### src/sv/pidpi_ifs.sv
// Sample request channel: measurement and setpoint
interface pidpi_sample_if #(parameter int DATA_WIDTH = 32);
  logic                         valid;
  logic                         ready;
  logic signed [DATA_WIDTH-1:0] measured_value;
  logic signed [DATA_WIDTH-1:0] target_value;

  modport source (output valid, measured_value, target_value, input ready);
  modport sink   (input valid, measured_value, target_value, output ready);
endinterface


### src/sv/pidpi_front.sv
module pidpi_front #(
  parameter int DATA_WIDTH = 32
) (
  input  logic                         clk,
  input  logic                         rst,
  pidpi_sample_if.sink                 sample,
  input  logic                         next_ready,
  output logic                         err_valid,
  output logic signed [DATA_WIDTH-1:0] err0,
  output logic signed [DATA_WIDTH-1:0] err1,
  output logic signed [DATA_WIDTH-1:0] err2
);

  localparam int W = DATA_WIDTH;
  localparam logic signed [W-1:0] SMAX = {1'b0, {(W-1){1'b1}}};
  localparam logic signed [W-1:0] SMIN = {1'b1, {(W-1){1'b0}}};

  logic                in_valid;
  logic signed [W-1:0] meas;
  logic signed [W-1:0] targ;
  logic signed [W-1:0] last_error;
  logic signed [W-1:0] older_error;
  logic signed [W-1:0] err_new;
  logic                in_ready;
  logic                err_ready;

  function automatic logic signed [W-1:0] sub_s(input logic signed [W-1:0] a,
                                                input logic signed [W-1:0] b);
    logic signed [W:0] s;
    s = {a[W-1], a} - {b[W-1], b};
    if (s[W] != s[W-1]) sub_s = s[W] ? SMIN : SMAX;
    else sub_s = s[W-1:0];
  endfunction

  assign err_ready    = !err_valid || next_ready;
  assign in_ready     = !in_valid || err_ready;
  assign sample.ready = in_ready;

  // Input register
  always_ff @(posedge clk) begin
    if (rst) begin
      in_valid <= 1'b0;
    end else if (in_ready) begin
      in_valid <= sample.valid;
    end
  end

  always_ff @(posedge clk) begin
    if (in_ready && sample.valid) begin
      meas <= sample.measured_value;
      targ <= sample.target_value;
    end
  end

  assign err_new = sub_s(targ, meas);

  // Error stage valid
  always_ff @(posedge clk) begin
    if (rst) begin
      err_valid <= 1'b0;
    end else if (err_ready) begin
      err_valid <= in_valid;
    end
  end

  // Error history shifts once per sample
  always_ff @(posedge clk) begin
    if (rst) begin
      last_error  <= '0;
      older_error <= '0;
    end else if (err_ready && in_valid) begin
      last_error  <= err_new;
      older_error <= last_error;
    end
  end

  always_ff @(posedge clk) begin
    if (err_ready && in_valid) begin
      err0 <= err_new;
      err1 <= last_error;
      err2 <= older_error;
    end
  end

endmodule

### src/flat_wrapper.sv
// flat-port wrapper written by rule: the top's interface ports become plain ports
module pidpi_front_flat 
#(
  parameter int DATA_WIDTH = 32
)
  (clk, rst, next_ready, err_valid, err0, err1, err2, sample_valid, sample_measured_value, sample_target_value, sample_ready);
  pidpi_sample_if #(.DATA_WIDTH(DATA_WIDTH)) sample_i ();
  input  logic clk;
  input  logic rst;
  input  logic next_ready;
  output logic err_valid;
  output logic signed [DATA_WIDTH-1:0] err0;
  output logic signed [DATA_WIDTH-1:0] err1;
  output logic signed [DATA_WIDTH-1:0] err2;
  input wire logic [$bits(sample_i.valid)-1:0] sample_valid;
  input wire logic [$bits(sample_i.measured_value)-1:0] sample_measured_value;
  input wire logic [$bits(sample_i.target_value)-1:0] sample_target_value;
  output wire logic [$bits(sample_i.ready)-1:0] sample_ready;
  assign sample_i.valid = sample_valid;
  assign sample_i.measured_value = sample_measured_value;
  assign sample_i.target_value = sample_target_value;
  assign sample_ready = sample_i.ready;
  pidpi_front #(.DATA_WIDTH(DATA_WIDTH)) u_core (.clk(clk), .rst(rst), .sample(sample_i), .next_ready(next_ready), .err_valid(err_valid), .err0(err0), .err1(err1), .err2(err2));
endmodule
### config.mk
export PLATFORM = sky130hd
export DESIGN_NAME = pidpi_front_flat
export DESIGN_NICKNAME = d
export VERILOG_FILES = /design/src/sv/pidpi_ifs.sv /design/src/sv/pidpi_front.sv /design/src/flat_wrapper.sv
export SDC_FILE = /design/constraint.sdc
export NUM_CORES = 1
export LEC_CHECK = 0
export ABC_AREA = 0
export BUFFER_PORTS_ARGS = -buffer_cell sky130_fd_sc_hd__buf_2
export CORE_MARGIN = 3
export CORE_UTILIZATION = 35
export CTS_BUF_LIST = sky130_fd_sc_hd__clkbuf_16
export DETAILED_ROUTE_END_ITERATION = 6
export GPL_TIMING_DRIVEN = 0
export HOLD_SLACK_MARGIN = 0.15
export PLACE_DENSITY = 0.54
export SYNTH_ARGS = -nofsm -noshare
export SYNTH_HDL_FRONTEND = slang
export SYNTH_SLANG_ARGS = --single-unit
### constraint.sdc
create_clock -name clk -period 11.25 [get_ports clk]
set_clock_uncertainty 0.2 [all_clocks]
set_input_delay 2.25 -clock clk [delete_from_list [all_inputs] [get_ports clk]]
set_output_delay 2.25 -clock clk [all_outputs]
set_load 0.02 [all_outputs]
# Yosys cells after proc, flatten, opt, wreduce, memory -nomap -nowiden
# Cells that the tools add are included.
# W data, S select, Z words.
dict set report word_totals {
  ff_bits 226
  latch_bits 0
  mem_bits_rw 0
  romBits 0
  word_cells 19
  mem_count 0
}
dict set report op_classes {
  n_addsub 1
  multipliers 0
  div 0
  magnitude_cmp 0
  n_eq_ne 1
  n_shift 0
  muxes 2
  bitwise_logic 0
  reduce_logical 6
}
# op n
set ops {}
lappend ops {{$mux W32} 2}
lappend ops {{$sub A32 B32 Y33} 1}
lappend ops {{$logic_and A1 B1 Y1} 2}
lappend ops {{$logic_not A1 Y1} 2}
lappend ops {{$logic_or A1 B1 Y1} 2}
lappend ops {{$ne A1 B1 Y1} 1}

# Depth between registers and ports, before layout
dict set report depth {
  depth_word 4
  depth_mapped 15
  mapped_depth_nobuf 13
}

# Least setup slack after synthesis
# No wires, ideal clock.
dict set report synth_timing {
  path_kind {input -> register}
  start {in next_ready}
  end {reg u_core.err0[0], enable pin}
  setup_ns 0.498
  arrival_ns 5.762
  required_ns 10.552
  slack_ns 4.791
  cell_stages 6
  n_path_buf 3
  path_cell_list {nor2b_1 > nand2b_1 > clkbuf_1 > inv_1 > clkbuf_1 > clkbuf_1}
}
dict set report synth_between {
  elab_chain_len 2
}
# item line_no
set synth_rtl {}
lappend synth_rtl {{start, declared} flat_wrapper.sv:10} ;# input logic next_ready;
lappend synth_rtl {{$logic_or A1 B1 Y1} pidpi_front.sv:35} ;# assign err_ready = !err_valid || next_ready;
lappend synth_rtl {{$logic_and A1 B1 Y1} pidpi_front.sv:78} ;# if (err_ready && in_valid) begin
lappend synth_rtl {{end signal, assigned} pidpi_front.sv:79} ;# err0 <= err_new;
lappend synth_rtl {{end, declared} pidpi_front.sv:9} ;# output logic signed [DATA_WIDTH-1:0] err0,
# No other way between the ends.
# A chain may end at the register's enable or synchronous reset.

# Final worst setup path
dict set report layout_timing {
  start {in next_ready}
  end {out sample_ready}
}
dict set report layout_between {
  elab_chain_len 2
}
# item line_no
set layout_rtl {}
lappend layout_rtl {{$logic_or A1 B1 Y1} pidpi_front.sv:35}
lappend layout_rtl {{$logic_or A1 B1 Y1} pidpi_front.sv:36} ;# assign in_ready = !in_valid || err_ready;
lappend layout_rtl {{end, declared} flat_wrapper.sv:18} ;# output wire logic [$bits(sample_i.ready)-1:0] sample_ready;
# No other way between the ends.

==> metrics <==
outcome complete, no violations; Remaining Overflow, GRT 0; vias in the first global route ~6000; worst setup margin 5990 ps; most frequent cells in the layout buf_2 (170), edfxtp_1 (160), nand2_1 (149); Seq/Total Area, Yosys 65.9%; Post-Synthesis Cells slightly below 800; Critical Path, Cell by Cell buf_2 > nor2b_1 > nand2_1 > buf_2; Worst path max stage delay roughly 200 ps; hold_ws ~230 ps; Netlist Area Pre-Place 0.00929 mm²; area fraction of the dominant cell type after synthesis around half; Post-synth ARST share 0%; slew margin rel. 57.7%; Post-CTS Setup Inserts 0; CP required 8800 ps; P_int 1.52 mW; logic gate share of total power 14.5%; fill count 2395; endpoints failing setup 0; hold buffer count at CTS 0; Die X about 170 µm; initial drt markers 354; cell taking the most area after synthesis edfxtp_1; synthesized flop and latch total between 200 and 250; H-tree Lvls 1; # IOs around 170; post-synthesis cell type count 51; DIE HEIGHT 169 µm; critical path arrival 2810 ps; routed via count ~6100; dpl hpwl 15100 µm; Placed Area 0.0106 mm²; CTS root buffer clkbuf_16; Post-Syn Area per Cell 11.8 µm²; period utilization around 47%; Setup WS pre-CTS roughly 6000 ps; Post-synth EDFFs 160; CP most frequent cell buf_2; Peak supply drop just under 0.1 mV; # DRC 0; max cap viols 0; startpoint types primary input; synth warn 0; DRT Wirelength 20100 µm; HP Class flip-flop to flip-flop; setup tns final 0 ps; CTS Buffer Depth 3; Reg clk slew, reported paths around 60 ps; Synth Flop Type edfxtp_1; layout cells sized above 1 24.2%; CTS tree done; core area 0.0256 mm²; First-pass DRT Iterations 5; Starting Density 36.3%; Antenna Nets Post-Route 0; Psw 0.522 mW; CTS Sinks 226; Pwr Density 180 mW/mm²; GRT Resource Usage Total 13.8%; Rows 58; Via-to-Cell Ratio 4.61; endpoints failing hold 0; Max Transition Viols Final 0; CP endpoint kind primary output; crit path max-delay cell type nor2b_1; Mapped Nets 886; cts bufs inserted 24; switching share of total power 25.6%; Worst Max-Slew Pin Slew 628 ps; routed len/inst ~15 µm; Crit Path Class primary input to primary output; commonest non-fill, non-tap cell in the layout buf_2; Lkg Pwr 4.59 nW; # diodes 0; Area Overhead vs Synth 22.3%; largest net degree at the start of global routing 70; PostCTS Resize Cnt 0; cell area after layout around 0.011 mm²; top cells by area, synth edfxtp_1 (52%), dfxtp_1 (14%), nand2_1 (6.0%), a21oi_1 (4.3%), ha_1 (4.3%); first-pass GRT wire length around 32000 µm; full die area 0.0285 mm²; Tot Pwr 2.04 mW; Achievable Freq 0.190 GHz; maximum fanout along the worst path 4; antenna violations before repair 0; # nets final 1078; RSZ-0062 raised after global routing false; Port-buffer cells 164; Clock Latency Late Sink just over 500 ps; gp weighted congestion 0.830; clock share of power 37.4%; Final min period 5260 ps; part of the power in registers 48.0%
==> per-stage QoR <==
stage | cells | utilization, %
2_1_floorplan | 785 | -
3_3_place_gp | 1279 | 41.1
3_5_place_dp | 1281 | 41.3
4_1_cts | 1325 | 44.3
5_1_grt | 1325 | 44.3
6_report | 1325 | 44.3
==> flip-flops by register name (all words and copies together) (netlist names) <==
| name | cells |
|---|---|
| u_core.meas | 32 |
| u_core.err_valid | 1 |
| u_core.err1 | 32 |
| u_core.in_valid | 1 |
| u_core.last_error | 32 |
| u_core.targ | 32 |
| u_core.older_error | 32 |
| u_core.err0 | 32 |
| u_core.err2 | 32 |
==> power by group through the flow <==
| stage | clock network (mW) | registers (mW) | logic [mW] |
|---|---|---|---|
| final | 0.765 | 0.981 | 0.297 |
| after CTS | 0.790 | 0.982 | 0.300 |
| after global routing | 0.824 | 0.986 | 0.334 |
| after floorplan | 0 | 1.02 | 0.176 |
| after global placement | 0 | 1.00 | 0.295 |
| after detailed placement | 0 | 0.999 | 0.299 |
==> cell families after synthesis <==
logic type / after synthesis / share of synthesized area, %
AO/OA/AOI/OAI: 201 / 13.2
XOR/XNOR: 25 / 2.36
adder cells (fa/ha/maj): 33 / 4.53
buffers and inverters: 75 / 3.37
flip-flops: 226 / 65.9
multiplexers: 2 / 0.269
AND/OR/NAND/NOR: 223 / 10.3
==> critical path, delay by kind of cell <==
| family | cells | cell delay (ps) |
|---|---|---|
| simple gates | 2 | 300 |
| buf+inv | 2 | 270 |
==> worst paths after layout <==
path	startpoint	to	slack, ps	depth (start not counted)
hold / removal	u_core.older_error[25]	u_core.err2[25]	230	0
hold reg to reg	u_core.older_error[25]	u_core.err2[25]	230	0
setup / recovery	next_ready	sample_ready	5990	4
setup reg to reg	u_core.targ[0]	u_core.err0[30]	7630	13
==> layer usage <==
metal  vias up  share of wire [%]  GRT usage, %
met5         -                  0             0
met2       147                 45          22.3
met1      2747                 47          19.0
met4         0                2.9          4.77
li1       3180                  -             -
met3        37                4.7          2.10
==> cells in the mapped netlist (5+ instances only) <==
master and number:
o21ai_0 54, nand4_1 10, nand2_1 149, xor2_1 6, inv_1 40, dfxtp_1 66
ha_1 32, and3_1 5, xnor2_1 19, nor3_1 5, clkbuf_1 25, a21oi_2 21
a21oi_1 80, edfxtp_1 160, o21a_1 7, buf_2 6, a21o_1 12, nor2_1 29
==> area by class of cell <==
class                           count  area (µm²)  share of cell area [%]
Sequential cell                   226        6130                    53.9
Inverter                           40         150                    1.32
Clock inverter                     18         131                    1.16
Multi-Input combinational cell    484        2850                    25.1
Buffer                             35         166                    1.47
Clock buffer                       26         651                    5.73
Tap cell                          330         413                    3.64
Timing Repair Buffer              166         868                    7.65
No activity file was read; power rests on OpenSTA's default activity.
