## src/sv/pidpi_pkg.sv

```systemverilog
package pidpi_pkg;

  // Configuration register index
  localparam int CFG_INDEX_W = 3;
  typedef logic [CFG_INDEX_W-1:0] cfg_index_t;

  localparam cfg_index_t REG_LOOP_MODE      = 3'd0;
  localparam cfg_index_t REG_PROP_GAIN      = 3'd1;
  localparam cfg_index_t REG_INTEG_GAIN     = 3'd2;
  localparam cfg_index_t REG_DERIV_GAIN     = 3'd3;
  localparam cfg_index_t REG_OUTPUT_MIN     = 3'd4;
  localparam cfg_index_t REG_OUTPUT_MAX     = 3'd5;
  localparam cfg_index_t REG_INTEG_LIMIT    = 3'd6;

  // Loop forms
  localparam logic MODE_POSITIONAL  = 1'b0;
  localparam logic MODE_INCREMENTAL = 1'b1;

endpackage

```

## src/sv/pidpi_ifs.sv

```systemverilog


// Drive request channel: clamped controller output
interface pidpi_drive_if #(parameter int DATA_WIDTH = 32);
  logic                         valid;
  logic                         ready;
  logic signed [DATA_WIDTH-1:0] drive_value;

  modport source (output valid, drive_value, input ready);
  modport sink   (input valid, drive_value, output ready);
endinterface

```

## src/sv/pidpi_acc.sv

```systemverilog
module pidpi_acc #(
  parameter int DATA_WIDTH = 32
) (
  input  logic                         clk,
  input  logic                         rst,
  input  logic                         loop_mode,
  input  logic signed [DATA_WIDTH-1:0] output_minimum,
  input  logic signed [DATA_WIDTH-1:0] output_maximum,
  input  logic [DATA_WIDTH-2:0]        integral_limit,
  input  logic                         prod_valid,
  input  logic signed [DATA_WIDTH-1:0] prod0,
  input  logic signed [DATA_WIDTH-1:0] prod1,
  input  logic signed [DATA_WIDTH-1:0] prod2,
  input  logic signed [DATA_WIDTH-1:0] prod_err,
  output logic                         prod_ready,
  pidpi_drive_if.source                drive
);
  import pidpi_pkg::*;

  localparam int W = DATA_WIDTH;
  localparam logic signed [W-1:0] SMAX = {1'b0, {(W-1){1'b1}}};
  localparam logic signed [W-1:0] SMIN = {1'b1, {(W-1){1'b0}}};

  logic                out_valid;
  logic signed [W-1:0] out_value;
  logic signed [W-1:0] accumulator;
  logic signed [W-1:0] accumulator_next;
  logic signed [W-1:0] result;
  logic signed [W:0]   acc_wide;
  logic signed [W:0]   lim_wide;
  logic                within_limit;
  logic                opposed;

  function automatic logic signed [W-1:0] add_s(input logic signed [W-1:0] a,
                                                input logic signed [W-1:0] b);
    logic signed [W:0] s;
    s = {a[W-1], a} + {b[W-1], b};
    if (s[W] != s[W-1]) add_s = s[W] ? SMIN : SMAX;
    else add_s = s[W-1:0];
  endfunction

  // When the bounds cross, values above the maximum give the maximum, all others the minimum
  function automatic logic signed [W-1:0] clamp(input logic signed [W-1:0] v,
                                                input logic signed [W-1:0] lo,
                                                input logic signed [W-1:0] hi);
    if (v > hi) clamp = hi;
    else if (v < lo) clamp = lo;
    else clamp = v;
  endfunction

  assign prod_ready = !out_valid || drive.ready;

  // Anti-windup test on the integral
  assign acc_wide     = $signed({accumulator[W-1], accumulator});
  assign lim_wide     = $signed({2'b00, integral_limit});
  assign within_limit = (acc_wide > -lim_wide) && (acc_wide < lim_wide);
  assign opposed      = (accumulator > 0 && prod_err < 0) ||
                        (accumulator < 0 && prod_err > 0);

  // Accumulate and clamp
  always_comb begin
    if (loop_mode == MODE_INCREMENTAL) begin
      accumulator_next = clamp(add_s(add_s(add_s(accumulator, prod0), prod1), prod2),
                               output_minimum, output_maximum);
      result           = accumulator_next;
    end else begin
      accumulator_next = (within_limit || opposed) ? add_s(accumulator, prod2)
                                                   : accumulator;
      result           = clamp(add_s(add_s(prod0, prod1), accumulator_next),
                               output_minimum, output_maximum);
    end
  end

  always_ff @(posedge clk) begin
    if (rst) begin
      out_valid   <= 1'b0;
      accumulator <= '0;
    end else if (prod_ready) begin
      out_valid <= prod_valid;
      if (prod_valid) accumulator <= accumulator_next;
    end
  end

  // Output register
  always_ff @(posedge clk) begin
    if (prod_ready && prod_valid) begin
      out_value <= result;
    end
  end

  assign drive.valid       = out_valid;
  assign drive.drive_value = out_value;

endmodule
```

## src/flat_wrapper.sv

```systemverilog
// flat-port wrapper written by rule: the top's interface ports become plain ports
module pidpi_acc_flat import pidpi_pkg::*;
#(
  parameter int DATA_WIDTH = 32
)
  (clk, rst, loop_mode, output_minimum, output_maximum, integral_limit, prod_valid, prod0, prod1, prod2, prod_err, prod_ready, drive_valid, drive_drive_value, drive_ready);
  pidpi_drive_if #(.DATA_WIDTH(DATA_WIDTH)) drive_i ();
  input  logic clk;
  input  logic rst;
  input  logic loop_mode;
  input  logic signed [DATA_WIDTH-1:0] output_minimum;
  input  logic signed [DATA_WIDTH-1:0] output_maximum;
  input  logic [DATA_WIDTH-2:0] integral_limit;
  input  logic prod_valid;
  input  logic signed [DATA_WIDTH-1:0] prod0;
  input  logic signed [DATA_WIDTH-1:0] prod1;
  input  logic signed [DATA_WIDTH-1:0] prod2;
  input  logic signed [DATA_WIDTH-1:0] prod_err;
  output logic prod_ready;
  output wire logic [$bits(drive_i.valid)-1:0] drive_valid;
  output wire logic [$bits(drive_i.drive_value)-1:0] drive_drive_value;
  input wire logic [$bits(drive_i.ready)-1:0] drive_ready;
  assign drive_valid = drive_i.valid;
  assign drive_drive_value = drive_i.drive_value;
  assign drive_i.ready = drive_ready;
  pidpi_acc #(.DATA_WIDTH(DATA_WIDTH)) u_core (.clk(clk), .rst(rst), .loop_mode(loop_mode), .output_minimum(output_minimum), .output_maximum(output_maximum), .integral_limit(integral_limit), .prod_valid(prod_valid), .prod0(prod0), .prod1(prod1), .prod2(prod2), .prod_err(prod_err), .prod_ready(prod_ready), .drive(drive_i));
endmodule
```

## config.mk

```make
export PLATFORM = sky130hd
export DESIGN_NAME = pidpi_acc_flat
export DESIGN_NICKNAME = d
export VERILOG_FILES = /design/src/sv/pidpi_pkg.sv /design/src/sv/pidpi_ifs.sv /design/src/sv/pidpi_acc.sv /design/src/flat_wrapper.sv
export SDC_FILE = /design/constraint.sdc
export NUM_CORES = 1
export LEC_CHECK = 0
export ABC_AREA = 1
export BUFFER_PORTS_ARGS = -buffer_cell sky130_fd_sc_hd__buf_4
export CAP_MARGIN = 30
export CORE_MARGIN = 1
export CORE_UTILIZATION = 25
export CTS_BUF_LIST = sky130_fd_sc_hd__clkbuf_8
export CTS_CLUSTER_SIZE = 40
export DETAILED_ROUTE_END_ITERATION = 8
export HOLD_SLACK_MARGIN = 0.02
export PLACE_DENSITY = 0.38
export SLEW_MARGIN = 20
export SYNTH_ARGS = -nofsm -noshare
export SYNTH_HDL_FRONTEND = slang
export SYNTH_SLANG_ARGS = --single-unit
```

## constraint.sdc

```tcl
create_clock -name clk -period 18 [get_ports clk]
set_input_delay 1.8 -clock clk [delete_from_list [all_inputs] [get_ports clk]]
set_output_delay 1.8 -clock clk [all_outputs]
set_load 0.02 [all_outputs]
```

; ---- Word-level counts from Yosys, hierarchy flattened
; Cells that the tools add are included.
[classes]
addsub = 7
order_cmp = 10
eq_ne = 6
muxes = 25
n_reduce_logical = 9
[ops]
columns = cell, count
row1 = $mux W32, 25
row2 = $add A32 B32 Y33, 6
row3 = $lt A32 B32 Y1, 3
row4 = $gt A32 B1 Y1 const B, 2
row5 = $gt A32 B32 Y1, 2
row6 = $lt A32 B1 Y1 const B, 2
row7 = $gt A32 B33 Y1, 1
row8 = $neg A31 Y33, 1
row9 = $ne A1 B1 Y1, 6
row10 = $logic_and A1 B1 Y1, 4
row11 = $logic_or A1 B1 Y1, 3
row12 = $reduce_and A2 Y1, 1
row13 = $logic_not A1 Y1, 1
[totals]
ff_bits = 65
in_bits = 228
out_inout_bits = 34
word_cells = 60

; ---- Logic depth before layout (Yosys ltp)
[depth]
ltp_word = 16
ltp_mapped = 89
depth_no_buf = 84

; ---- Least setup slack after synthesis
; Ideal clock, no wire load.
[synth_path]
kind = input to register
startpoint = in prod0[2]
endpoint = reg u_core.out_value[31], in the netlist u_core.drive.drive_value[31], data pin
arrival_time_ps = 12714
required_time_ps = 17740
path_slack_ps = 5027
stages = 80
cell_sequence = ha_1 > a21oi_1 > nand2_1 > a31oi_1 > o21ai_1 > a21oi_1 > inv_1 > nand2_1 > nand2_1 > a21boi_2 > inv_1 > nand2_1 > nand2_1 > a21boi_2 > o21ai_0 > a21boi_1 > o21ai_0 > xor2_1 > [... 44 more ...] > clkbuf_1 > nand2_1 > buf_1 > o21ai_0 > inv_1 > ha_1 > a21oi_1 > nor2_1 > a211oi_1 > a21oi_1 > a2111oi_0 > nand2_1 > or3_1 > nand3_1 > clkbuf_1 > nand2_1 > o21bai_2 > o21ai_1
[synth_between]
elab_chain_len = 16
word_cells_on_any_way = 34
[synth_lines]
columns = item, line
row1 = from (decl), flat_wrapper.sv:15  ; input logic signed [DATA_WIDTH-1:0] prod0;
row2 = $add A32 B32 Y33, pidpi_acc.sv:37  ; s = {a[W-1], a} + {b[W-1], b};
row3 = $mux W32 or $ne A1 B1 Y1 (tied branches), pidpi_acc.sv:38  ; if (s[W] != s[W-1]) add_s = s[W] ? SMIN : SMAX;
row4 = $mux W32, pidpi_acc.sv:38
row5 = $mux W32, pidpi_acc.sv:62  ; if (loop_mode == MODE_INCREMENTAL) begin
row6 = $add A32 B32 Y33, pidpi_acc.sv:37
row7 = $mux W32 or $ne A1 B1 Y1 (tied branches), pidpi_acc.sv:38
row8 = $mux W32, pidpi_acc.sv:38
row9 = $mux W32, pidpi_acc.sv:62
row10 = $add A32 B32 Y33, pidpi_acc.sv:37
row11 = $mux W32 or $ne A1 B1 Y1 (tied branches), pidpi_acc.sv:38
row12 = $mux W32, pidpi_acc.sv:38
row13 = $mux W32, pidpi_acc.sv:62
row14 = $lt A32 B32 Y1, pidpi_acc.sv:47  ; else if (v < lo) clamp = lo;
row15 = $mux W32, pidpi_acc.sv:47
row16 = $mux W32, pidpi_acc.sv:46  ; if (v > hi) clamp = hi;
row17 = $mux W32 (*), pidpi_acc.sv:62
row18 = named net u_core.result[31], pidpi_acc.sv:28  ; logic signed [W-1:0] result;
row19 = to (signal assigned), pidpi_acc.sv:87  ; out_value <= result;
row20 = to (decl), pidpi_acc.sv:25  ; logic signed [W-1:0] out_value;
; Mark *: on every way through the listed nets, which the timed path passes. The rest lies on a longest branch. The select of a mux whose other input is x is not followed.
; A chain may end at the register's enable or synchronous reset.

; ---- Worst setup path in the final report
[layout_path]
startpoint = in prod0[2]
endpoint = reg u_core.out_value[3], in the netlist u_core.drive.drive_value[3], data pin
; The elaborated chain is that of the path after synthesis.

==> qor.csv <==
metric,value,unit
outcome,completed,
Avg WL per Cell,21.6,microns
drt initial violations,1430,
gr usage total,24.3,%
setup tns final,0,ps
Worst Clk Skew,11.4,ps
WS Path Type,input pin to register,
Buffers on Ports,261,
Min-Delay Path Class,register to register,
grt ovf,0,
CTS tree,yes,
crit path capture type,register,
"Clk Latency, worst-skew pair",430,ps
die area,87000,sq um
"Seq/Total Area, Yosys",7.56,%
Rows,107,
Final ANT Viol Nets,0,
htree depth,3,
initial core utilization,25.2,%
r2r setup slk,2840,ps
area delta synth->final,16.4,%
Die X,295,microns
share of layout cells above drive strength 1,11.1,%
YS warnings,0,
first-pass GRT wire length,157000,microns
final setup fails,0,
Routed WL,107000,microns
max-slew violation count,0,
max incr delay on CP,750,ps
number of enable flip-flop cells after synthesis,32,
"Setup Fix Bufs, Post-CTS",0,
vias in the first global route,23900,
"Max FO, Critical Path",31,
post-synthesis cell area,21400,sq um
Max-slew headroom,45.1,%
"flops & latches, synth",65,
Reg area,1620,sq um
post-cts sizing count,0,
iteration count of the initial detailed-routing pass,5,
I/O pins,262,
Clock Pin Slew Worst Setup and Hold Paths,90,ps
Mapped Cells,3563,
CP startpoint kind,input pin,
min cycle time layout,16050,ps
vias after detailed routing,24300,
Achievable Freq,62.3,MHz
initial antenna violation count,1,
asr flop ratio synth,0,%
root buffer cell,clkbuf_8,
Multi-input gate area,17400,sq um
Synthesized Nets,4191,
cts hold-fix bufs,0,
Num Clock Sinks,65,
cell mode on critical path,nand2_1,
filler cell count,9705,
Final Hold Fails,0,
CP required,18300,ps
Slowest cell on crit path,inv_1,
Via-to-Cell Ratio,4.91,
Clock Tree Buf Depth,2,
count of cell types in the netlist,62,
Nets,4421,
largest net degree at the start of global routing,65,
Antenna Cells,0,
Tcrit/Tclk final,89.1,%
unrepaired setup endpoints after global routing,false,
ys flop type,dfxtp_1,
Max Cap Violations,0,
Final GP Congestion,0.920,
DPL Wire Length,91900,microns
Residual DRC,0,
Mean Syn Cell Area,6.02,sq um
die height,295,microns
core area,85000,sq um
worst path arrival time,16340,ps
worst slew pin tran,822,ps
cts bufs inserted,9,
==> placed cells by master (no fill, tap or decap), drive strengths merged, types with 2 or more instances in the layout <==
cell     synthesis  layout
nand2          849     849
inv            538     538
ha             394     394
a21oi          348     348
o21ai          309     309
buf             38     306
nor2           272     272
nand3          225     225
xor2            85      85
nand4           49      49
nor3            44      44
o21a            37      37
nor4            35      35
dfxtp           33      33
edfxtp          32      32
xnor2           31      31
or2             29      29
a31oi           25      25
o31ai           19      19
o211ai          19      19
a21o            17      17
o21bai          16      16
a21boi          15      15
a211oi          11      11
o221ai           9       9
clkbuf          49       9
nand3b           7       7
fa               6       6
clkinv           0       6
a2111oi          5       5
a221oi           4       4
and2             4       4
nor3b            2       2
==> sequential cells by signal, indices dropped and copies added, names as in the netlist <==
signal                    count
u_core.accumulator           32
u_core.drive.drive_value     32
u_core.drive.valid            1
==> synth_stat cells (all sizes together), types with 2 or more instances <==
cell / instances / area [sq um]
a2111oi: 5 / 50.0
a211oi: 11 / 82.6
a21boi: 15 / 124
a21o: 17 / 128
a21oi: 348 / 1760
a221oi: 4 / 35.0
a31oi: 25 / 156
and2: 4 / 25.0
buf: 38 / 248
clkbuf: 49 / 185
dfxtp: 33 / 661
edfxtp: 32 / 961
fa: 6 / 120
ha: 394 / 4930
inv: 538 / 2020
nand2: 849 / 3260
nand3: 225 / 1170
nand3b: 7 / 52.6
nand4: 49 / 319
nor2: 272 / 1040
nor3: 44 / 273
nor3b: 2 / 15.0
nor4: 35 / 225
o211ai: 19 / 168
o21a: 37 / 278
o21ai: 309 / 1560
o21bai: 16 / 124
o221ai: 9 / 78.8
o31ai: 19 / 143
or2: 29 / 181
xnor2: 31 / 272
xor2: 85 / 744
==> worst paths after layout <==
kind | startpoint | endpoint | cells after the start
worst max-delay path | prod0[2] | u_core.drive.drive_value[3]$_DFFE_PP_ | 78
worst min-delay path | u_core.drive.valid$_SDFFE_PP0N_ | u_core.drive.valid$_SDFFE_PP0N_ | 2
worst max register to register | u_core.accumulator[2]$_SDFFE_PP0P_ | u_core.drive.drive_value[3]$_DFFE_PP_ | 78
worst min register to register | u_core.drive.valid$_SDFFE_PP0N_ | u_core.drive.valid$_SDFFE_PP0N_ | 2
==> routing by layer <==
| layer | wire (microns) | vias to the layer above | GRT usage [%] |
|---|---|---|---|
| met5 | 23 | - | 0 |
| met4 | 2000 | 4 | 4.83 |
| met3 | 3890 | 67 | 1.98 |
| met2 | 48900 | 525 | 41.0 |
| met1 | 52000 | 11200 | 33.6 |
| li1 | - | 12500 | - |
==> cell families (layout without fill, tap and decap cells) <==
group	Yosys count	after routing	share of synthesized area, %
buffers and inverters	625	860	11.4
AO/OA/AOI/OAI	839	839	22.1
XOR/XNOR	116	116	4.74
AND/OR/NAND/NOR	1518	1518	30.6
flip-flops	65	65	7.56
adder cells (fa/ha/maj)	400	400	23.5
==> critical path, delay by kind of cell <==
family / cells / cell delay (ps)
simple gates: 32 / 4770
compound gates: 21 / 4100
buf+inv: 15 / 2650
fa+ha+maj: 8 / 2580
xor+xnor: 2 / 370
==> through the flow <==
stage	std cells	hold WS, ps	util [%]	setup WS [ps]	cell area [sq um]
global placement	4923	518	29.1	1650	24700
CTS	4942	532	29.4	1940	25000
global route	4942	555	29.4	423	25000
detailed placement	4926	519	29.1	1540	24800
floorplan	3563	569	-	5030	21400
finish	4942	524	29.4	1950	25000
==> cell type report <==
type / count / share of cell area, %
Sequential cell: 65 / 6.50
Inverter: 538 / 8.10
Tap cell: 1144 / 5.74
Timing Repair Buffer: 306 / 9.26
Clock buffer: 9 / 0.496
Clock inverter: 7 / 0.281
Multi-Input combinational cell: 2873 / 69.6
Power is left out: the tool's default activity adds up to more than one toggle a clock period on the data nets, which glitch-free logic cannot reach.
