$ cat config.mk
export PLATFORM = sky130hd
export DESIGN_NAME = pidpi_cfg
export DESIGN_NICKNAME = d
export VERILOG_FILES = /design/src/sv/pidpi_pkg.sv /design/src/sv/pidpi_cfg.sv
export SDC_FILE = /design/constraint.sdc
export NUM_CORES = 1
export LEC_CHECK = 0
export BUFFER_PORTS_ARGS = -buffer_cell sky130_fd_sc_hd__buf_4
export CAP_MARGIN = 15
export CELL_PAD_IN_SITES_DETAIL_PLACEMENT = 1
export CELL_PAD_IN_SITES_GLOBAL_PLACEMENT = 1
export CORE_ASPECT_RATIO = 0.75
export CORE_MARGIN = 8
export CORE_UTILIZATION = 43
export CTS_CLUSTER_DIAMETER = 100
export DETAILED_ROUTE_END_ITERATION = 8
export PLACE_DENSITY = 0.9
export SKIP_LAST_GASP = 1
export SLEW_MARGIN = 5
export SYNTH_ARGS = -nofsm -noshare
export SYNTH_HDL_FRONTEND = slang
export SYNTH_SLANG_ARGS = --single-unit
$ cat constraint.sdc
create_clock -name clk -period 7.31 [get_ports clk]
set_input_delay 0.731 -clock clk [delete_from_list [all_inputs] [get_ports clk]]
set_output_delay 0.731 -clock clk [all_outputs]
set_load 0.01 [all_outputs]
$ cat src/sv/pidpi_pkg.sv
package pidpi_pkg;

  // Configuration register index
  localparam int CFG_INDEX_W = 3;
  typedef logic [CFG_INDEX_W-1:0] cfg_index_t;

  localparam cfg_index_t REG_LOOP_MODE      = 3'd0;
  localparam cfg_index_t REG_PROP_GAIN      = 3'd1;
  localparam cfg_index_t REG_INTEG_GAIN     = 3'd2;
  localparam cfg_index_t REG_DERIV_GAIN     = 3'd3;
  localparam cfg_index_t REG_OUTPUT_MIN     = 3'd4;
  localparam cfg_index_t REG_OUTPUT_MAX     = 3'd5;
  localparam cfg_index_t REG_INTEG_LIMIT    = 3'd6;

  // Loop forms
  localparam logic MODE_POSITIONAL  = 1'b0;
  localparam logic MODE_INCREMENTAL = 1'b1;

endpackage

$ cat src/sv/pidpi_cfg.sv
module pidpi_cfg #(
  parameter int DATA_WIDTH = 32
) (
  input  logic                         clk,
  input  logic                         rst,
  input  logic                         cfg_we,
  input  pidpi_pkg::cfg_index_t        cfg_index,
  input  logic [DATA_WIDTH-1:0]        cfg_data,
  output logic                         loop_mode,
  output logic signed [DATA_WIDTH-1:0] gain0,
  output logic signed [DATA_WIDTH-1:0] gain1,
  output logic signed [DATA_WIDTH-1:0] gain2,
  output logic signed [DATA_WIDTH-1:0] output_minimum,
  output logic signed [DATA_WIDTH-1:0] output_maximum,
  output logic [DATA_WIDTH-2:0]        integral_limit
);
  import pidpi_pkg::*;

  localparam int W = DATA_WIDTH;
  localparam logic signed [W-1:0] SMAX = {1'b0, {(W-1){1'b1}}};
  localparam logic signed [W-1:0] SMIN = {1'b1, {(W-1){1'b0}}};
  localparam logic signed [W-1:0] ZERO = '0;

  logic signed [W-1:0] proportional_gain;
  logic signed [W-1:0] integral_gain;
  logic signed [W-1:0] derivative_gain;
  logic signed [W-1:0] gain0_next;
  logic signed [W-1:0] gain1_next;
  logic signed [W-1:0] gain2_next;

  function automatic logic signed [W-1:0] add_s(input logic signed [W-1:0] a,
                                                input logic signed [W-1:0] b);
    logic signed [W:0] s;
    s = {a[W-1], a} + {b[W-1], b};
    if (s[W] != s[W-1]) add_s = s[W] ? SMIN : SMAX;
    else add_s = s[W-1:0];
  endfunction

  function automatic logic signed [W-1:0] sub_s(input logic signed [W-1:0] a,
                                                input logic signed [W-1:0] b);
    logic signed [W:0] s;
    s = {a[W-1], a} - {b[W-1], b};
    if (s[W] != s[W-1]) sub_s = s[W] ? SMIN : SMAX;
    else sub_s = s[W-1:0];
  endfunction

  // Register file
  always_ff @(posedge clk) begin
    if (rst) begin
      loop_mode         <= MODE_POSITIONAL;
      proportional_gain <= '0;
      integral_gain     <= '0;
      derivative_gain   <= '0;
      output_minimum    <= SMIN;
      output_maximum    <= SMAX;
      integral_limit    <= '0;
    end else if (cfg_we) begin
      case (cfg_index)
        REG_LOOP_MODE:   loop_mode         <= cfg_data[0];
        REG_PROP_GAIN:   proportional_gain <= cfg_data;
        REG_INTEG_GAIN:  integral_gain     <= cfg_data;
        REG_DERIV_GAIN:  derivative_gain   <= cfg_data;
        REG_OUTPUT_MIN:  output_minimum    <= cfg_data;
        REG_OUTPUT_MAX:  output_maximum    <= cfg_data;
        REG_INTEG_LIMIT: integral_limit    <= cfg_data[W-2:0];
        default: ;
      endcase
    end
  end

  // Per-tap coefficients for the selected loop form
  always_comb begin
    if (loop_mode == MODE_INCREMENTAL) begin
      gain0_next = add_s(add_s(proportional_gain, integral_gain), derivative_gain);
      gain1_next = sub_s(sub_s(ZERO, proportional_gain),
                         add_s(derivative_gain, derivative_gain));
      gain2_next = derivative_gain;
    end else begin
      gain0_next = add_s(proportional_gain, derivative_gain);
      gain1_next = sub_s(ZERO, derivative_gain);
      gain2_next = integral_gain;
    end
  end

  // Coefficients are registered from the configuration registers
  always_ff @(posedge clk) begin
    gain0 <= gain0_next;
    gain1 <= gain1_next;
    gain2 <= gain2_next;
  end

endmodule

### Word level (Yosys, flattened, before mapping)

Index checks and enable logic that the tools add are counted.

* equality and inequality tests: 13
* $add $sub $neg: 7
* reductions and logical operators: 8
* muxes and demuxes: 20

Operator list (number)
* 32-bit two-way mux: 20
* 32-bit by 32-bit adder with 33-bit output: 4
* 1-bit by 32-bit subtractor with 33-bit output, first input constant: 2
* 32-bit by 32-bit subtractor with 33-bit output: 1
* 2-bit AND reduction: 7
* 3-bit equality test, second input constant: 3
* 1-bit inequality test: 7
* 3-bit by 2-bit equality test with 1-bit output, second input constant: 2
* 3-bit by 1-bit equality test with 1-bit output, second input constant: 1
* 3-bit logical NOT: 1

* bits in registers: 288
* bits of input ports: 38
* output and inout port bits: 192

### Longest topological paths before layout

Gate-level depths: netlist of run 1.

* depth in word-level cells: 8
* depth in mapped cells: 25

### Worst setup path before layout of run 1

OpenSTA, ideal clock, no wires.

* path kind: reg-to-reg
* from: register proportional_gain[0]
* to: register gain0[22]
* arrival time: 5756 ps
* period minus slack after synthesis: 5826 ps
* buffers on the path: 3
* path slack: 1484 ps
* cell stages (with the launch flop): 26
* library setup time: 70 ps
* required time: 7240 ps
* cells stage by stage: dfxtp_1 ha_1 fa_1 a211oi_1 o21ai_0 a41oi_1 nor2_1 a221oi_1 nor2_1 o2bb2ai_1 nor2_1 clkbuf_1 o21ai_0 ha_1 buf_2 nand3_1 nor4_1 nand3_1 nor3_1 a211oi_1 o21a_1 o221a_2 a31oi_1 clkbuf_1 a31oi_1 a21oi_1

* longest elaborated chain between the ends: 8

Ends and longest elaborated chain
* start: declaration: RTL line pidpi_cfg.sv:24 `logic signed [W-1:0] proportional_gain;`
* start signal: assignment: RTL line pidpi_cfg.sv:60 `REG_PROP_GAIN: proportional_gain <= cfg_data;`
* 32-bit by 32-bit adder with 33-bit output: RTL line pidpi_cfg.sv:34 `s = {a[W-1], a} + {b[W-1], b};`
* 32-bit two-way mux or 1-bit inequality test (tied branches): RTL line pidpi_cfg.sv:35 `if (s[W] != s[W-1]) add_s = s[W] ? SMIN : SMAX;`
* 32-bit two-way mux: RTL line pidpi_cfg.sv:35
* 32-bit two-way mux: RTL line pidpi_cfg.sv:73 `if (loop_mode == MODE_INCREMENTAL) begin`
* 32-bit by 32-bit adder with 33-bit output: RTL line pidpi_cfg.sv:34
* 32-bit two-way mux or 1-bit inequality test (tied branches): RTL line pidpi_cfg.sv:35
* 32-bit two-way mux: RTL line pidpi_cfg.sv:35
* 32-bit two-way mux *: RTL line pidpi_cfg.sv:73
* net gain0_next[22]: RTL line pidpi_cfg.sv:27 `logic signed [W-1:0] gain0_next;`
* end signal: assignment: RTL line pidpi_cfg.sv:87 `gain0 <= gain0_next;`
* end: declaration: RTL line pidpi_cfg.sv:10 `output logic signed [DATA_WIDTH-1:0] gain0,`

Mark *: on every way through the listed nets, which the timed path passes. The rest lies on a longest branch. The select of a mux whose other input is x is not followed.
A chain may end at the register's enable or synchronous reset.

### Final worst setup path of run 1

* from: register proportional_gain[2]
* to: register gain0[29]

The elaborated chain is that of the path after synthesis.

==> results of run 1 <==
power by group through the flow:
| stage | clock network, µW | registers, µW | logic (µW) |
|---|---|---|---|
| 2_1_floorplan | 0 | 1810 | 1010 |
| 3_3_place_gp | 0 | 1770 | 1590 |
| 3_5_place_dp | 0 | 1780 | 1640 |
| 4_1_cts | 1590 | 1740 | 1650 |
| 5_1_grt | 1660 | 1750 | 1840 |
| 6_report | 1580 | 1740 | 1710 |
cell usage in the layout (no fill, tap or decap), types with 34 or more instances in the layout:
| master | netlist | routed |
|---|---|---|
| nand2_1 | 544 | 543 |
| a21oi_1 | 448 | 447 |
| dfxtp_1 | 288 | 287 |
| buf_4 | 1 | 277 |
| ha_1 | 134 | 134 |
| o21ai_0 | 93 | 93 |
| xnor2_1 | 88 | 88 |
| nor2_1 | 90 | 86 |
| a21o_1 | 66 | 66 |
| xor2_1 | 62 | 62 |
| inv_1 | 45 | 45 |
| nand3_1 | 39 | 39 |
| nor3_1 | 39 | 38 |
| nand3b_1 | 34 | 34 |
cells by family after synthesis:
logic type	share of synthesized area, %
compound gates	24.2
xor+xnor	7.16
fa+ha+maj	9.73
buf+inv	3.73
flops	31.4
mux	2.25
simple gates	21.5
per-stage QoR:
stage | hold slack, ps | total power (µW)
5_1_grt | 401 | 5250
4_1_cts | 380 | 4990
6_report | 402 | 5030
3_3_place_gp | 443 | 3360
3_5_place_dp | 451 | 3410
2_1_floorplan | 451 | 2820
per-layer routing:
layer	up-vias	share of wire (%)	global-route usage, %
li1	8929	-	-
met1	9833	45	43.2
met2	838	43	46.0
met3	133	9.6	6.29
met4	2	2.6	7.24
met5	-	0.016	0
final timing paths:
path	to	cells past startpoint
hold / removal	output_maximum[20]	3
setup reg to reg	gain0[29]	24
setup / recovery	gain0[29]	24
hold reg to reg	integral_limit[26]	2
sequential cells by signal (all words and copies together) (netlist names), 31 cells and up:
register           flops
gain0                 32
gain1                 32
derivative_gain       32
output_minimum        32
integral_limit        31
output_maximum        32
gain2                 32
proportional_gain     32
integral_gain         32
worst max-delay path: cells and delay by family, from the launching register on:
kind | cells | cell delay (ps)
buffers and inverters | 2 | 600
flip-flops | 1 | 510
AND/OR/NAND/NOR | 3 | 620
AO/OA/AOI/OAI | 16 | 3730
adder cells (fa/ha/maj) | 2 | 700
XOR/XNOR | 1 | 520
final cells by class:
class,count,area [µm²]
Fill cell,5335,20300
Multi-Input combinational cell,1974,12000
Sequential cell,288,5770
Timing Repair Buffer,282,2190
Clock buffer,39,835
Tap cell,569,712
Inverter,45,169
Clock inverter,16,165
what timing repair did:
item | in CTS | in global routing
hold endpoints to repair | 0 | 0
gates resized for setup | 0 | 3
endpoints found under the setup margin | 0 | 62
==> impl_metrics.toml, run 1 <==
[pwr]
peakVddDrop_uv = 203
p_switching_uw = 1810
powerDensity_mw_per_mm2 = 231
seqPwrFrac_pct = 34.6
p_int_uw = 3220
p_leak_uw = 0.00970
pwr-share-clk_pct = 31.3
p_comb_share_pct = 34.0
sw_frac_of_total_pct = 36.1

[worst_setup_path]
critPathSlowestCell = "xor2_1"
endpoint_kind = "flip-flop"
cp.arrival_ps = 7310
crit_chain = "ha_1 > o21ai_0 > o21ai_1 > a211oi_1 > o21ai_1 > a31o_2 > a31oi_1 > o221ai_1 > xor2_1 > nand2_1 > buf_4 > a21oi_1 > ha_1 > a211oi_1 > nand3b_1 > a21oi_1 > nor3_1 > a211oi_1 > o21a_1 > o221a_2 > o211ai_1 > buf_4 > a31oi_1 > a21oi_1"
required_ps = 7760
crit_fanout = 31
criticalPathCategory = "reg -> reg"
crit_path_start_kind = "flip-flop"
crit_start = "proportional_gain[2]"
r2r-start = "proportional_gain[2]"
slowest_delay_ps = 520
r2r_slack_ps = 450

[global_routing]
track_usage_pct = 30.2
grt_pass1_wl_um = 119000
grt_max_degree = 121
grt_pass1_vias = 19600
overflow = 0
antenna_found_initial = 1

[layout]
areaGrowthSynthToFinish_pct = 18.8
diodes = 0
stdcell_area_mm2 = 0.0218
layout.nets = 2797
drive_gt1_share_pct = 15.4
instances_no_fill = 3213
final_util_pct = 51.8

[sta]
hold_viol = 0
drv_slew = 0
layout_setup_ws_ps = 452
setup_viol = 0
rsz0062_at_grt = "false"
worstMarginPinSlew_ps = 1140
fin_skew_ps = 40.3
fmax_mhz = 146
fin_crit_sh_pct = 93.8
layout_min_cycle_time_ps = 6860
slew_headroom_pct = 23.1
tns_ps = 0

[logic_synthesis]
synth_area_mm2 = 0.0184
syn_nets = 2610
synth_flop_cell = "dfxtp_1"
yosysMostFrequentCell = "nand2_1"
seq_area_frac_synth_pct = 31.4
yosysTopAreaCellShare_pct = 31.4
synth_edf_count = 0
synth-seq-cells = 288
synth_common_cells = "544 x nand2_1, 448 x a21oi_1, 288 x dfxtp_1"
yosysWarnings = 0
synthTopCellsByArea = "dfxtp_1 31%, a21oi_1 12%, nand2_1 11%, ha_1 9.1%, xnor2_1 4.2%"
yosys.area.top_type = "dfxtp_1"
netlist_instances = 2434
async_reset_ff_share_pct = 0
postSynthAreaPerCell_um2 = 7.54
synth.distinct_cells = 77

[route]
wire_per_inst_um = 24.7
initialDrtViolationCount = 2013
vias = 19700
via_per_inst = 6.14
firstDrtPassIters = 5
routed_wl_um = 79300
drc_errors = 0
antenna_left = 0

[die]
core_mm2 = 0.0421
rows = 65
dieWidth_um = 255
die_area_mm2 = 0.0496
die_y_um = 195
start_util_pct = 43.6
pin_count = 230

[clocking]
post_cts_buffers = 0
clockBufferDepth = 3
clkTransAtPathRegs_ps = 70
root_buffer = "clkbuf_16"
numCtsBuffers = 30
clock-sinks = 288
clkLatencyLatePin_ps = 620
cts_tree = "yes"
htree_levels = 1
cts_hold_buffers = 0

[place]
dp.cells = 3153
post_dp_cell_area_mm2 = 0.0207
dpl.hpwl_um = 59800
finalWeightedCongestion = 0.996
port_buffers = 229
dp_slack_ps = 406

[run_status]
outcome = "complete, no violations"

[min_path]
min_from = "cfg_data[20]"
holdCritPathClass = "in -> reg"

[job]
max_cap_viol_count = 0
Power figures use the tool's default switching activity.
==> inputs of run 2 (changes only) <==
--- a/config.mk
+++ b/config.mk
@@ -15,6 +15,7 @@
 export CTS_CLUSTER_DIAMETER = 100
 export DETAILED_ROUTE_END_ITERATION = 8
 export PLACE_DENSITY = 0.9
+export SETUP_SLACK_MARGIN = 0.5
 export SKIP_LAST_GASP = 1
 export SLEW_MARGIN = 5
 export SYNTH_ARGS = -nofsm -noshare
==> run 2 against run 1 <==
  * Clock skew up 1.3 ps
  * Utilization is 0.17 points higher
  * Combinational power is essentially flat
  * Largest power group unchanged
  * Global-route usage barely moved
  * Via count is 0.66% lower
==> impl_metrics.toml, run 2 (synthesized netlist as in run 1, its figures left out) <==
[sta]
fmax_mhz = 157
tns_ps = 0
setup_viol = 0
hold_viol = 0
fin_skew_ps = 41.6
slew_headroom_pct = 22.8
rsz0062_at_grt = "false"
drv_slew = 0
fin_crit_sh_pct = 87.3
layout_min_cycle_time_ps = 6380
hold_slack_ps = 400
worstMarginPinSlew_ps = 1150

[worst_setup_path]
cp.buffers_inverters = 2
r2r_slack_ps = 930
crit_chain = "ha_1 > o21ai_0 > o21ai_1 > a211oi_1 > o21ai_1 > a31o_2 > a31oi_1 > o221ai_1 > xor2_2 > nand2_2 > buf_4 > a21oi_1 > ha_1 > a211oi_1 > nand3b_1 > a21oi_2 > nor3_1 > a211oi_2 > o21a_1 > o221a_2 > o211ai_1 > buf_4 > a31oi_1 > a21oi_1"
crit_path_start_kind = "flip-flop"
required_ps = 7760
criticalPathCategory = "reg -> reg"
timing.rr.end = "gain0[29]"
critPathSlowestCell = "dfxtp_1"
cp.arrival_ps = 6830
r2r-start = "proportional_gain[2]"
endpoint_kind = "flip-flop"
crit_family = "compound AO/OA/AOI/OAI gates"
reg2reg_depth = 24
crit_fanout = 31
slowest_delay_ps = 520

[route]
vias = 19600
routed_wl_um = 79400
wire_per_inst_um = 24.7
initialDrtViolationCount = 1814
via_per_inst = 6.10
drc_errors = 0
firstDrtPassIters = 5
antenna_left = 0

[place]
dpl.hpwl_um = 59800
port_buffers = 229
finalWeightedCongestion = 0.996
dp.cells = 3153

[layout]
diodes = 0
layout.nets = 2797
drive_gt1_share_pct = 15.7
instances_no_fill = 3213
mostFrequentLayoutCells = "542 x nand2_1, 446 x a21oi_1, 287 x dfxtp_1"
layout_commonest_cell = "nand2_1"
fill_cells = 5320
areaGrowthSynthToFinish_pct = 19.2

[global_routing]
grt_pass1_wl_um = 119000
antenna_found_initial = 1
grt_max_degree = 121
track_usage_pct = 30.2
grt_pass1_vias = 19600
overflow = 0

[pwr]
powerDensity_mw_per_mm2 = 230
p_switching_uw = 1820
p_comb_share_pct = 34.1
p_leak_uw = 0.00973
seqPwrFrac_pct = 34.6
total_power_uw = 5040
pwr-share-clk_pct = 31.3
p_int_uw = 3220
peakVddDrop_uv = 203
sw_frac_of_total_pct = 36.0

[job]
max_cap_viol_count = 0

[min_path]
whs_path_depth = 3
whs_endpoint = "output_maximum[20]"
min_from = "cfg_data[20]"
holdCritPathClass = "in -> reg"

[clocking]
root_buffer = "clkbuf_16"
numCtsBuffers = 30
clkTransAtPathRegs_ps = 70
clock-sinks = 288
htree_levels = 1
cts_tree = "yes"
clockBufferDepth = 3
clkLatencyLatePin_ps = 620
cts_hold_buffers = 0

[die]
rows = 65
pin_count = 230
start_util_pct = 43.6
core_mm2 = 0.0421
die_y_um = 195
die_area_mm2 = 0.0496
dieWidth_um = 255

[run_status]
outcome = "complete, no violations"
==> run 2: cell types whose count changed in the layout (fill, tap and decap cells not counted), moves of 2 or more <==
cell,before,now
nor4_4,0,2
o21ai_0,93,91
a211oi_1,19,16
a211oi_2,0,3
nor4_2,2,0
o21ai_1,2,4
==> run 2: how the worst max path moves through the flow <==
| stage | startpoint | to | slack (ps) | cells after the start |
|---|---|---|---|---|
| 3_3_place_gp | proportional_gain[2] | gain1[27] | 740 | 21 |
| 5_1_grt | proportional_gain[0] | gain0[20] | 530 | 25 |
| 6_report | proportional_gain[2] | gain0[29] | 930 | 24 |
| 4_1_cts | proportional_gain[0] | gain0[19] | 550 | 25 |
| 3_5_place_dp | proportional_gain[2] | gain1[27] | 410 | 20 |
| 2_1_floorplan | proportional_gain[0] | gain0[22] | 1480 | 25 |
==> run 2: per-stage QoR <==
| stage | util [%] | setup WS (ps) | cell area, µm² |
|---|---|---|---|
| 6_report | 51.9 | 929 | 21900 |
| 3_5_place_dp | 49.1 | 406 | 20700 |
| 2_1_floorplan | - | 1480 | 18400 |
| 4_1_cts | 51.5 | 551 | 21700 |
| 5_1_grt | 51.9 | 534 | 21900 |
| 3_3_place_gp | 49.1 | 744 | 20700 |
==> run 2: power groups by stage <==
stage	logic [µW]	registers, µW	clock network [µW]
after global routing	1850	1750	1660
final	1720	1740	1580
after detailed placement	1640	1780	0
after floorplan	1010	1810	0
after CTS	1650	1740	1590
after global placement	1590	1770	0
==> run 2: per-layer routing <==
layer,vias to the layer above,routed length [µm],global-route usage [%]
li1,8916,-,-
met1,9696,35500,43.2
met2,858,33700,45.9
met3,132,7950,6.25
met4,2,2140,7.19
met5,-,13,0
==> run 2: area by class of cell <==
type	count	area, µm²	area share [%]
inverters	45	169	0.772
repair buffers	282	2190	10.0
well taps	569	712	3.25
flip-flops and latches	288	5770	26.4
multi-input cells	1974	12000	55.0
clock buffers	39	835	3.81
clock inverters	16	165	0.755
==> run 2: what timing repair did <==
action / 4_1_cts / 5_1_grt
setup endpoints to repair: 9 / 63
resized for setup: 2 / 15
buffers inserted: 0 / 0
==> run 2: tightest hold or removal path, delay by kind of cell <==
kind / cells / cell delay (ps)
simple gates: 2 / 130
buf+inv: 1 / 130
